==> src/scps_pkg.sv <==
`timescale 1ns / 1ps
`default_nettype none

package scps_pkg;

  typedef enum logic [2:0] {
    ACT_NONE  = 3'd0,
    ACT_START = 3'd1,
    ACT_POLL  = 3'd2,
    ACT_READ  = 3'd3,
    ACT_ABORT = 3'd4
  } action_t;

  typedef enum logic [1:0] {
    HEALTH_OK      = 2'd0,
    HEALTH_BUS     = 2'd1,
    HEALTH_TIMEOUT = 2'd2
  } health_t;

  localparam int CFG_DATA_W  = 20;
  localparam int CFG_INDEX_W = 2;

  localparam logic [CFG_INDEX_W-1:0] CFG_ENABLE             = 2'd0;
  localparam logic [CFG_INDEX_W-1:0] CFG_SAMPLE_PERIOD      = 2'd1;
  localparam logic [CFG_INDEX_W-1:0] CFG_CONVERSION_TIMEOUT = 2'd2;

  localparam logic [CFG_DATA_W-1:0] SAMPLE_PERIOD_RESET      = 20'd10000;
  localparam logic [CFG_DATA_W-1:0] CONVERSION_TIMEOUT_RESET = 20'd20000;

  typedef struct packed {
    logic [63:0] now_us;
    logic        start_write_ok;
    logic        status_read_ok;
    logic [7:0]  status_byte;
    logic        sample_read_ok;
    logic [7:0]  sample_status_byte;
  } in_word_t;

  typedef struct packed {
    action_t action;
    health_t sensor_status;
    logic    converting;
    logic    sample_accepted;
  } out_word_t;

  typedef struct packed {
    logic                  enable;
    logic [CFG_DATA_W-1:0] sample_period;
    logic [CFG_DATA_W-1:0] conversion_timeout;
  } cfg_t;

  typedef struct packed {
    logic        active;
    logic [63:0] start_time;
    logic [63:0] next_sample_time;
    logic [63:0] next_check_time;
    health_t     health;
  } sched_state_t;

endpackage

`default_nettype wire

==> src/scps_step.sv <==
`timescale 1ns / 1ps
`default_nettype none

module scps_step #(
  parameter int STATUS_POLL_US = 1000
) (
  input  scps_pkg::cfg_t         cfg,
  input  scps_pkg::sched_state_t state,
  input  scps_pkg::in_word_t     word,
  output scps_pkg::sched_state_t state_next,
  output scps_pkg::out_word_t    result
);
  import scps_pkg::*;

  localparam logic [63:0] POLL_US = 64'(STATUS_POLL_US);

  logic [63:0] check_next;
  logic [63:0] resched_now;
  logic [63:0] resched_start;
  logic [63:0] elapsed;
  logic        sample_due;
  logic        check_due;
  logic        timed_out;

  assign check_next    = word.now_us + POLL_US;
  assign resched_now   = word.now_us + 64'(cfg.sample_period);
  assign resched_start = state.start_time + 64'(cfg.sample_period);
  assign elapsed       = word.now_us - state.start_time;
  assign sample_due    = word.now_us >= state.next_sample_time;
  assign check_due     = word.now_us >= state.next_check_time;
  assign timed_out     = elapsed > 64'(cfg.conversion_timeout);

  action_t action;
  logic    accepted;

  always_comb begin
    state_next = state;
    action     = ACT_NONE;
    accepted   = 1'b0;
    if (cfg.enable) begin
      if (!state.active) begin
        if (sample_due) begin
          action = ACT_START;
          if (word.start_write_ok) begin
            state_next.active          = 1'b1;
            state_next.start_time      = word.now_us;
            state_next.next_check_time = check_next;
          end else begin
            state_next.health = HEALTH_BUS;
          end
        end
      end else if (check_due) begin
        state_next.next_check_time = check_next;
        action = ACT_POLL;
        priority if (!word.status_read_ok) begin
          state_next.active           = 1'b0;
          state_next.health           = HEALTH_BUS;
          state_next.next_sample_time = resched_now;
        end else if (word.status_byte[0]) begin
          action                      = ACT_READ;
          state_next.active           = 1'b0;
          state_next.next_sample_time = resched_start;
          if (word.sample_read_ok && word.sample_status_byte[0]) begin
            state_next.health = HEALTH_OK;
            accepted          = 1'b1;
          end else begin
            state_next.health = HEALTH_BUS;
          end
        end else if (timed_out) begin
          action                      = ACT_ABORT;
          state_next.active           = 1'b0;
          state_next.health           = HEALTH_TIMEOUT;
          state_next.next_sample_time = resched_now;
        end else begin
          state_next.active = state.active;
        end
      end
    end
  end

  always_comb begin
    result.action          = action;
    result.sensor_status   = state_next.health;
    result.converting      = state_next.active;
    result.sample_accepted = accepted;
  end

endmodule

`default_nettype wire

==> src/sensor_conversion_poll_scheduler.sv <==
// Conversion poll scheduler: takes one poll tick word per clock while the output is not
// stalled and returns one result word per tick, through an input register, then a result
// register. Throughput is one tick per cycle without output stalls; the only loop is the
// scheduler state (active flag, start, next sample and next check times, health), updated
// once per tick by one pass of 64-bit compares and adds. Configuration writes take effect
// on the next tick that reaches the result stage. Out-of-range register indexes are ignored.
`timescale 1ns / 1ps
`default_nettype none

module sensor_conversion_poll_scheduler #(
  parameter int STATUS_POLL_US = 1000
) (
  input  wire                                 clk,
  input  wire                                 rst,
  input  wire                                 in_valid,
  output logic                                in_stall,
  input  scps_pkg::in_word_t                  in_data,
  output logic                                out_valid,
  input  wire                                 out_stall,
  output scps_pkg::out_word_t                 out_data,
  input  wire                                 cfg_write,
  input  wire [scps_pkg::CFG_INDEX_W-1:0]     cfg_index,
  input  wire [scps_pkg::CFG_DATA_W-1:0]      cfg_data
);
  import scps_pkg::*;

  cfg_t         cfg;
  sched_state_t state;
  sched_state_t state_next;
  in_word_t     in_q;
  logic         in_q_valid;
  out_word_t    result;
  logic         advance;
  logic         in_take;

  assign advance  = !out_valid || !out_stall;
  assign in_stall = in_q_valid && !advance;
  assign in_take  = in_valid && !in_stall;

  always_ff @(posedge clk) begin
    if (rst) begin
      cfg.enable             <= 1'b0;
      cfg.sample_period      <= SAMPLE_PERIOD_RESET;
      cfg.conversion_timeout <= CONVERSION_TIMEOUT_RESET;
    end else if (cfg_write) begin
      unique case (cfg_index)
        CFG_ENABLE:             cfg.enable             <= cfg_data[0];
        CFG_SAMPLE_PERIOD:      cfg.sample_period      <= cfg_data;
        CFG_CONVERSION_TIMEOUT: cfg.conversion_timeout <= cfg_data;
        default: ;
      endcase
    end
  end

  // hold the tick word until the result stage frees up
  always_ff @(posedge clk) begin
    if (rst) begin
      in_q_valid <= 1'b0;
    end else if (in_take) begin
      in_q_valid <= 1'b1;
    end else if (advance) begin
      in_q_valid <= 1'b0;
    end
  end

  always_ff @(posedge clk) begin
    if (in_take) begin
      in_q <= in_data;
    end
  end

  scps_step #(
    .STATUS_POLL_US(STATUS_POLL_US)
  ) u_step (
    .cfg       (cfg),
    .state     (state),
    .word      (in_q),
    .state_next(state_next),
    .result    (result)
  );

  always_ff @(posedge clk) begin
    if (rst) begin
      state <= '0;
    end else if (in_q_valid && advance) begin
      state <= state_next;
    end
  end

  always_ff @(posedge clk) begin
    if (rst) begin
      out_valid <= 1'b0;
    end else if (advance) begin
      out_valid <= in_q_valid;
    end
  end

  always_ff @(posedge clk) begin
    if (in_q_valid && advance) begin
      out_data <= result;
    end
  end

endmodule

`default_nettype wire

==> config.mk <==
export PLATFORM = sky130hd
export DESIGN_NAME = sensor_conversion_poll_scheduler
export DESIGN_NICKNAME = d
export VERILOG_FILES = /design/src/scps_pkg.sv /design/src/scps_step.sv /design/src/sensor_conversion_poll_scheduler.sv
export SDC_FILE = /design/constraint.sdc
export NUM_CORES = 1
export LEC_CHECK = 0
export ABC_AREA = 0
export BUFFER_PORTS_ARGS = -buffer_cell sky130_fd_sc_hd__buf_2
export CORE_ASPECT_RATIO = 0.7
export CORE_MARGIN = 1
export CORE_UTILIZATION = 31
export CTS_CLUSTER_SIZE = 28
export DETAILED_ROUTE_END_ITERATION = 8
export REMOVE_ABC_BUFFERS = 1
export SLEW_MARGIN = 40
export SYNTH_ARGS = -nofsm -noshare
export SYNTH_HDL_FRONTEND = slang
export SYNTH_SLANG_ARGS = --single-unit
==> constraint.sdc <==
create_clock -name clk -period 5.1 [get_ports clk]
set_input_delay 1.02 -clock clk [delete_from_list [all_inputs] [get_ports clk]]
set_output_delay 1.02 -clock clk [all_outputs]
set_load 0.005 [all_outputs]
==> results_dict.tcl, run 1 <==
set metrics [dict create \
    design.die.area_um2 81500 \
    cts.sinks 314 \
    pwr-share-clk_pct 41.6 \
    dp_hpwl_mm 74.1 \
    cts_tree "done" \
    fin_skew_ps 25.6 \
    seqPwrFrac_pct 39.7 \
    yosysMostFrequentCell "nor2_1" \
    cts_max_level 2 \
    yosysTopAreaCellShare_pct 19.1 \
    layout.nets 3745 \
    arrival_ps 5890 \
    async_flop_share_pct 0 \
    r2r-start "in_q[30]" \
    ys_top_cells_by_count "318 x nor2_1, 266 x nand2_1, 252 x ha_1" \
    synth_area_leaders "dfxtp_1 19%, ha_1 13%, edfxtp_1 9.2%" \
    grt_pass1_vias 22700 \
    crit_type "reg -> reg" \
    syn_to_final_growth_pct 20.3 \
    dp.cells 4386 \
    floorplan.initialDensity_pct 31.5 \
    drt_iter0_drc 2711 \
    drtPass1Iterations 6 \
    p_comb_share_pct 18.7 \
    die_y_um 239 \
    vias_per_cell 5.48 \
    power.internal_w 0.00475 \
    crit_slowest_cell "edfxtp_1" \
    power.switching_w 0.00205 \
    portBuffers 104 \
    grt_max_degree 70 \
    synth_top_area_cell "dfxtp_1" \
    ir_drop_uv 190 \
    drive_gt1_share_pct 15.7 \
    worst_setup_path_start_kind "register" \
    cts-buffers-inserted 38 \
    p_per_area_nw_per_um2 227 \
    finalHoldViolations 0 \
    synth_mux_area_share_pct 3.31 \
    rsz0062_at_grt "true" \
    setup.worst_path.start "in_q[30]" \
    rows 86 \
    switching_share_pct 30.2 \
    track_usage_pct 22.7 \
    finalNonFillerCells 4470 \
    design_area_um2 30000 \
    synthAdderAreaFrac_pct 12.9 \
    synth-seq-cells 314 \
    grt_pass1_wl_mm 143 \
    dpl_cell_area_um2 28100 \
    crit_fanout 7 \
    critPathRequiredTime_ps 5590 \
    critPathMaxStageDelay_ps 500 \
    nFillCells 8115 \
    wire_per_inst_um 21.1 \
    drv_slew 0 \
    synth_top_family_by_area "simple AND/OR/NAND/NOR gates" \
    setup_viol 72 \
    ioPinCount 119 \
    drc_errors 0 \
    clock-root-buffer "clkbuf_16" \
    wl_mm 94.4 \
    dr_total_vias 24500 \
    gp_congestion 1.01 \
    crit_chain "ha_1 > a21oi_2 > o22ai_1 > o31a_1 > a21bo_2 > nand2_1 > xor2_1 > ha_1 > a21oi_1 > o21ai_1 > a2111oi_2 > a31oi_2 > a2111oi_2 > nand4_1 > nor4_2 > nand4_1 > nor4_4 > and3_4 > buf_12 > nor2_4 > clkbuf_16 > o31ai_2" \
    synth_cells 3149 \
    die_width_um 341 \
    cp-end-kind "register" \
    crit_family "compound AO/OA/AOI/OAI gates" \
    final.period_utilization_pct 106 \
    yosysWarnings 0 \
    violations "setup timing" \
    cts_buffer_depth 3 \
    antenna_found_initial 6 \
    synth_simple_gate_area_share_pct 21.2 \
    clock.fmax_mhz 185 \
    grt-ovfl-total 0 \
    period_minus_slack_ps 5400 \
    hold_buffers 0 \
    worst_setup_hold_path_clk_slew_ps 60 \
    critPathBufInv 2 \
    leakagePower_nw 10.8 \
    synth_xor_area_share_pct 7.11 \
    synth_edf_count 76 \
    synth_area_um2 24900 \
    hold_path.class "reg -> reg" \
    core_area_um2 79100 \
    run_status "finished with violations" \
    fin_total_pwr_w 0.00680 \
    synth_area_per_cell_um2 7.90 \
    synth-compound-area-share_pct 20.8 \
    synth-seq-area-share_pct 28.3 \
    tightestPinTransition_ps 812 \
    yosysUniqueCellTypes 80 \
    worstHoldStart "cfg[3]" \
    synth_ff_type "dfxtp_1" \
    maxCapViolations 0 \
    drtAntennaViolNets 0 \
    clock_latency_ps 590 \
    timing.final.ws_setup_ps -304 \
    slew_headroom_pct 45.9 \
]
==> layer usage <==
layer	GRT usage, %	vias up	wire length, um
met1	36.4	11500	48400
li1	-	11800	-
met4	4.63	4	1920
met5	0	-	22
met3	5.22	113	9440
met2	29.7	1017	34500
==> area by class of cell <==
class                   count  area [um^2]  share of cell area, %
repair buffers            347         2660                   8.88
inverters                 249          935                   3.12
multi-input cells        2430        16700                   55.9
clock inverters            11          108                  0.359
clock buffers              58         1140                   3.80
diodes                      5         12.5                 0.0418
flip-flops and latches    314         7050                   23.5
well taps                1056         1320                   4.41
==> placed cells by master, fill, tap and decap left out, drive strengths merged, types with 13 or more instances in the layout <==
| master | instances |
|---|---|
| mux2i | 80 |
| o21ai | 144 |
| ha | 252 |
| a211oi | 114 |
| and4 | 15 |
| o21a | 29 |
| nand4 | 105 |
| clkbuf | 61 |
| xnor2 | 154 |
| nor3b | 13 |
| o31ai | 43 |
| xor2 | 48 |
| nand2 | 266 |
| nand3 | 96 |
| inv | 251 |
| nor3 | 80 |
| and2 | 19 |
| buf | 344 |
| a21o | 67 |
| dfxtp | 238 |
| a31oi | 15 |
| or3 | 17 |
| nor2b | 25 |
| a21oi | 254 |
| nor2 | 320 |
| edfxtp | 76 |
| and3 | 36 |
| nand2b | 21 |
| nor4 | 35 |
| o211ai | 21 |
| or2 | 17 |
==> worst register-to-register path: cells and delay by family, from the launching register on <==
kind	cells	cell delay, ps
AO/OA/AOI/OAI	10	2150
flip-flops	1	500
XOR/XNOR	1	150
buffers and inverters	2	350
adder cells (fa/ha/maj)	2	680
AND/OR/NAND/NOR	7	1490
==> flip-flops by register name, summed over array words and instances, names as in the netlist <==
register,flops
out_data,7
cfg,41
state,195
in_q,69
out_valid,1
in_q_valid,1
==> through the flow <==
step                      hold slack [ps]  util (%)  TNS (ps)  worst slack (ps)
after CTS                             456      37.5    -13020              -217
final                                 455      37.9    -18530              -304
after detailed placement              448      35.6    -52770              -814
after global routing                  469      37.9    -37900              -566
after global placement                443      35.4    -32860              -516
after floorplan                       430         -   -310660             -2420
==> power by group through the flow <==
stage	sequential (W)	clock, W	combinational (W)
detailed placement	0.00274	0	0.00121
floorplan	0.00273	0	0.000693
finish	0.00270	0.00283	0.00127
global placement	0.00274	0	0.00120
global route	0.00270	0.00300	0.00139
CTS	0.00269	0.00290	0.00123
==> path summary, 6_finish.rpt <==
kind	endpoint	slack, ps	cells after the start
setup / recovery	state[89]	-300	22
hold / removal	cfg[3]	460	2
setup reg to reg	state[89]	-300	22
hold reg to reg	cfg[3]	460	2
==> cells by family after synthesis <==
family	Yosys count
muxes	82
DFF	314
xor gates and xnor gates	202
and+or+nand+nor	1092
adders and majority gates	255
AOI/OAI and AO/OA	799
buffers and inverters	405
==> what timing repair did <==
action	4_1_cts	5_1_grt
pin swaps	24	19
gates resized for setup	48	53
cloned	2	2
endpoints found under the hold margin	0	0
setup endpoints to repair	72	72
buffers inserted	5	2
No activity file was read; power rests on OpenSTA's default activity.
==> run 2, diff against run 1 <==
Settings changed: MAX_ROUTING_LAYER from default to met4.
==> run 2 against run 1 <==
The flow still finishes with violations (setup timing). Sequential share of layout area is 0.10 points lower. Die area stayed put. Clock skew is 5.0 ps higher. Non-clock buffer count is 6 higher.
==> results_dict.tcl, run 2 (synthesis gave the netlist of run 1 again) <==
set metrics [dict create \
    final.period_utilization_pct 105 \
    critPathRequiredTime_ps 5580 \
    drive_gt1_share_pct 15.8 \
    nFillCells 8199 \
    ioPinCount 119 \
    die_y_um 239 \
    hold_path.class "reg -> reg" \
    maxCapViolations 0 \
    rr_worst_depth 24 \
    cts.sinks 314 \
    largest_register_ffs 195 \
    core_area_um2 79100 \
    crit_fanout 8 \
    finalHoldViolations 0 \
    track_usage_pct 23.5 \
    crit_type "reg -> reg" \
    rsz0062_at_grt "true" \
    layout.nets 3752 \
    grt_pass1_wl_mm 142 \
    clock_latency_ps 600 \
    timing.final.ws_setup_ps -241 \
    ir_drop_uv 183 \
    vias_per_cell 5.51 \
    top_regs "state x195, in_q x69, cfg x41" \
    gp_congestion 0.984 \
    regMostFlops "state" \
    dp_hpwl_mm 73.7 \
    multi_input_area_um2 16700 \
    worst_setup_path_start_kind "register" \
    leakagePower_nw 10.9 \
    grt_pass1_vias 22900 \
    clock-root-buffer "clkbuf_16" \
    clock.fmax_mhz 187 \
    wire_per_inst_um 21.3 \
    cts_buffer_depth 3 \
    antenna_found_initial 8 \
    run_status "finished with violations" \
    cts_max_level 2 \
    design_area_um2 30100 \
    syn_to_final_growth_pct 20.9 \
    cts_tree "done" \
    drv_slew 0 \
    floorplan.initialDensity_pct 31.5 \
    period_minus_slack_ps 5340 \
    final_common_cell "nor2_1" \
    wl_mm 95.4 \
    dr_total_vias 24700 \
    seqCellArea_um2 7050 \
    violations "setup timing" \
    tightestPinTransition_ps 900 \
    reg2reg_slack_ps -240 \
    design.die.area_um2 81500 \
    final_core_util_pct 38.0 \
    whs_path_depth 2 \
    cp-end-kind "register" \
    fin_skew_ps 30.6 \
    drt_iter0_drc 2717 \
    dpl_cell_area_um2 28000 \
    slew_headroom_pct 39.7 \
    rows 86 \
    grt_max_degree 163 \
    drtAntennaViolNets 0 \
    hold_buffers 0 \
    portBuffers 104 \
    die_width_um 341 \
    layout_common_cells "315 x nor2_1, 264 x nand2_1, 251 x ha_1, 246 x inv_1, 238 x dfxtp_1" \
    grt-ovfl-total 0 \
    worst_setup_hold_path_clk_slew_ps 60 \
    cts-buffers-inserted 39 \
    p_per_area_nw_per_um2 228 \
    setup_viol 69 \
    arrival_ps 5820 \
    drtPass1Iterations 6 \
    setup_tns_ps -10540 \
    drc_errors 0 \
]
## run 2: cell types whose count changed in the layout (fill, tap and decap cells not counted), sizes merged
cell,before,now
buf,344,350
bufinv,2,1
clkbuf,61,59
clkinv,7,11
clkinvlp,0,1
diode,5,8
## run 2: worst paths after layout
check	startpoint	to
worst max-delay path	in_q[19]	state[83]
worst min-delay path	cfg[16]	cfg[16]
worst max register to register	in_q[19]	state[83]
worst min register to register	cfg[16]	cfg[16]
## run 2: critical path, stage by stage, from the launching register on
cell and delay (ps):
edfxtp_1 410, inv_2 100, ha_4 130, inv_2 40
fa_2 410, a211oi_2 280, o21a_1 190, o31a_1 190
o21ai_2 90, xnor2_1 140, ha_1 290, nand4_1 140
or4_4 440, mux2i_1 170, a31oi_2 90, a2111oi_4 360
nand4_1 190, nor4_4 210, nand4_1 220, nor4_4 210
and3_4 240, buf_12 130, nor2_4 100, buf_16 220
a211oi_1 220
## run 2: final cells by class
cell class / instances / share of cell area (%)
multi-input combinational: 2430 / 55.5
sequential: 314 / 23.4
timing repair buffer: 353 / 9.23
tap: 1056 / 4.39
clock buffer: 56 / 3.90
inverter: 249 / 3.11
clock inverter: 15 / 0.391
antenna: 8 / 0.0665
## run 2: through the flow
stage | setup WS [ps] | power, W | hold slack (ps) | cells
5_1_grt | -489 | 0.00710 | 473 | 4481
6_report | -241 | 0.00685 | 455 | 4481
4_1_cts | -184 | 0.00684 | 455 | 4468
3_5_place_dp | -918 | 0.00395 | 448 | 4379
2_1_floorplan | -2420 | 0.00342 | 430 | 2993
3_3_place_gp | -619 | 0.00394 | 443 | 4378
## run 2: repair_timing
item / CTS / global route
endpoints found under the setup margin: 72 / 72
gates resized for setup: 62 / 35
buffers inserted: 13 / 3
endpoints found under the hold margin: 0 / 0
pin swaps: 23 / 12
cloned: 5 / 2
## run 2: report_power, final
group | internal, W | switching, W | total [W]
Sequential | 0.00261 | 0.0000896 | 0.00270
Combinational | 0.000506 | 0.000776 | 0.00128
Clock | 0.00166 | 0.00121 | 0.00287
Total | 0.00477 | 0.00208 | 0.00685
## run 2: per-layer routing
metal  track usage [%]  wire (um)
met2              29.6      34800
met5                 -          0
met4              5.06       1850
met3              7.90      11300
met1              34.9      47500
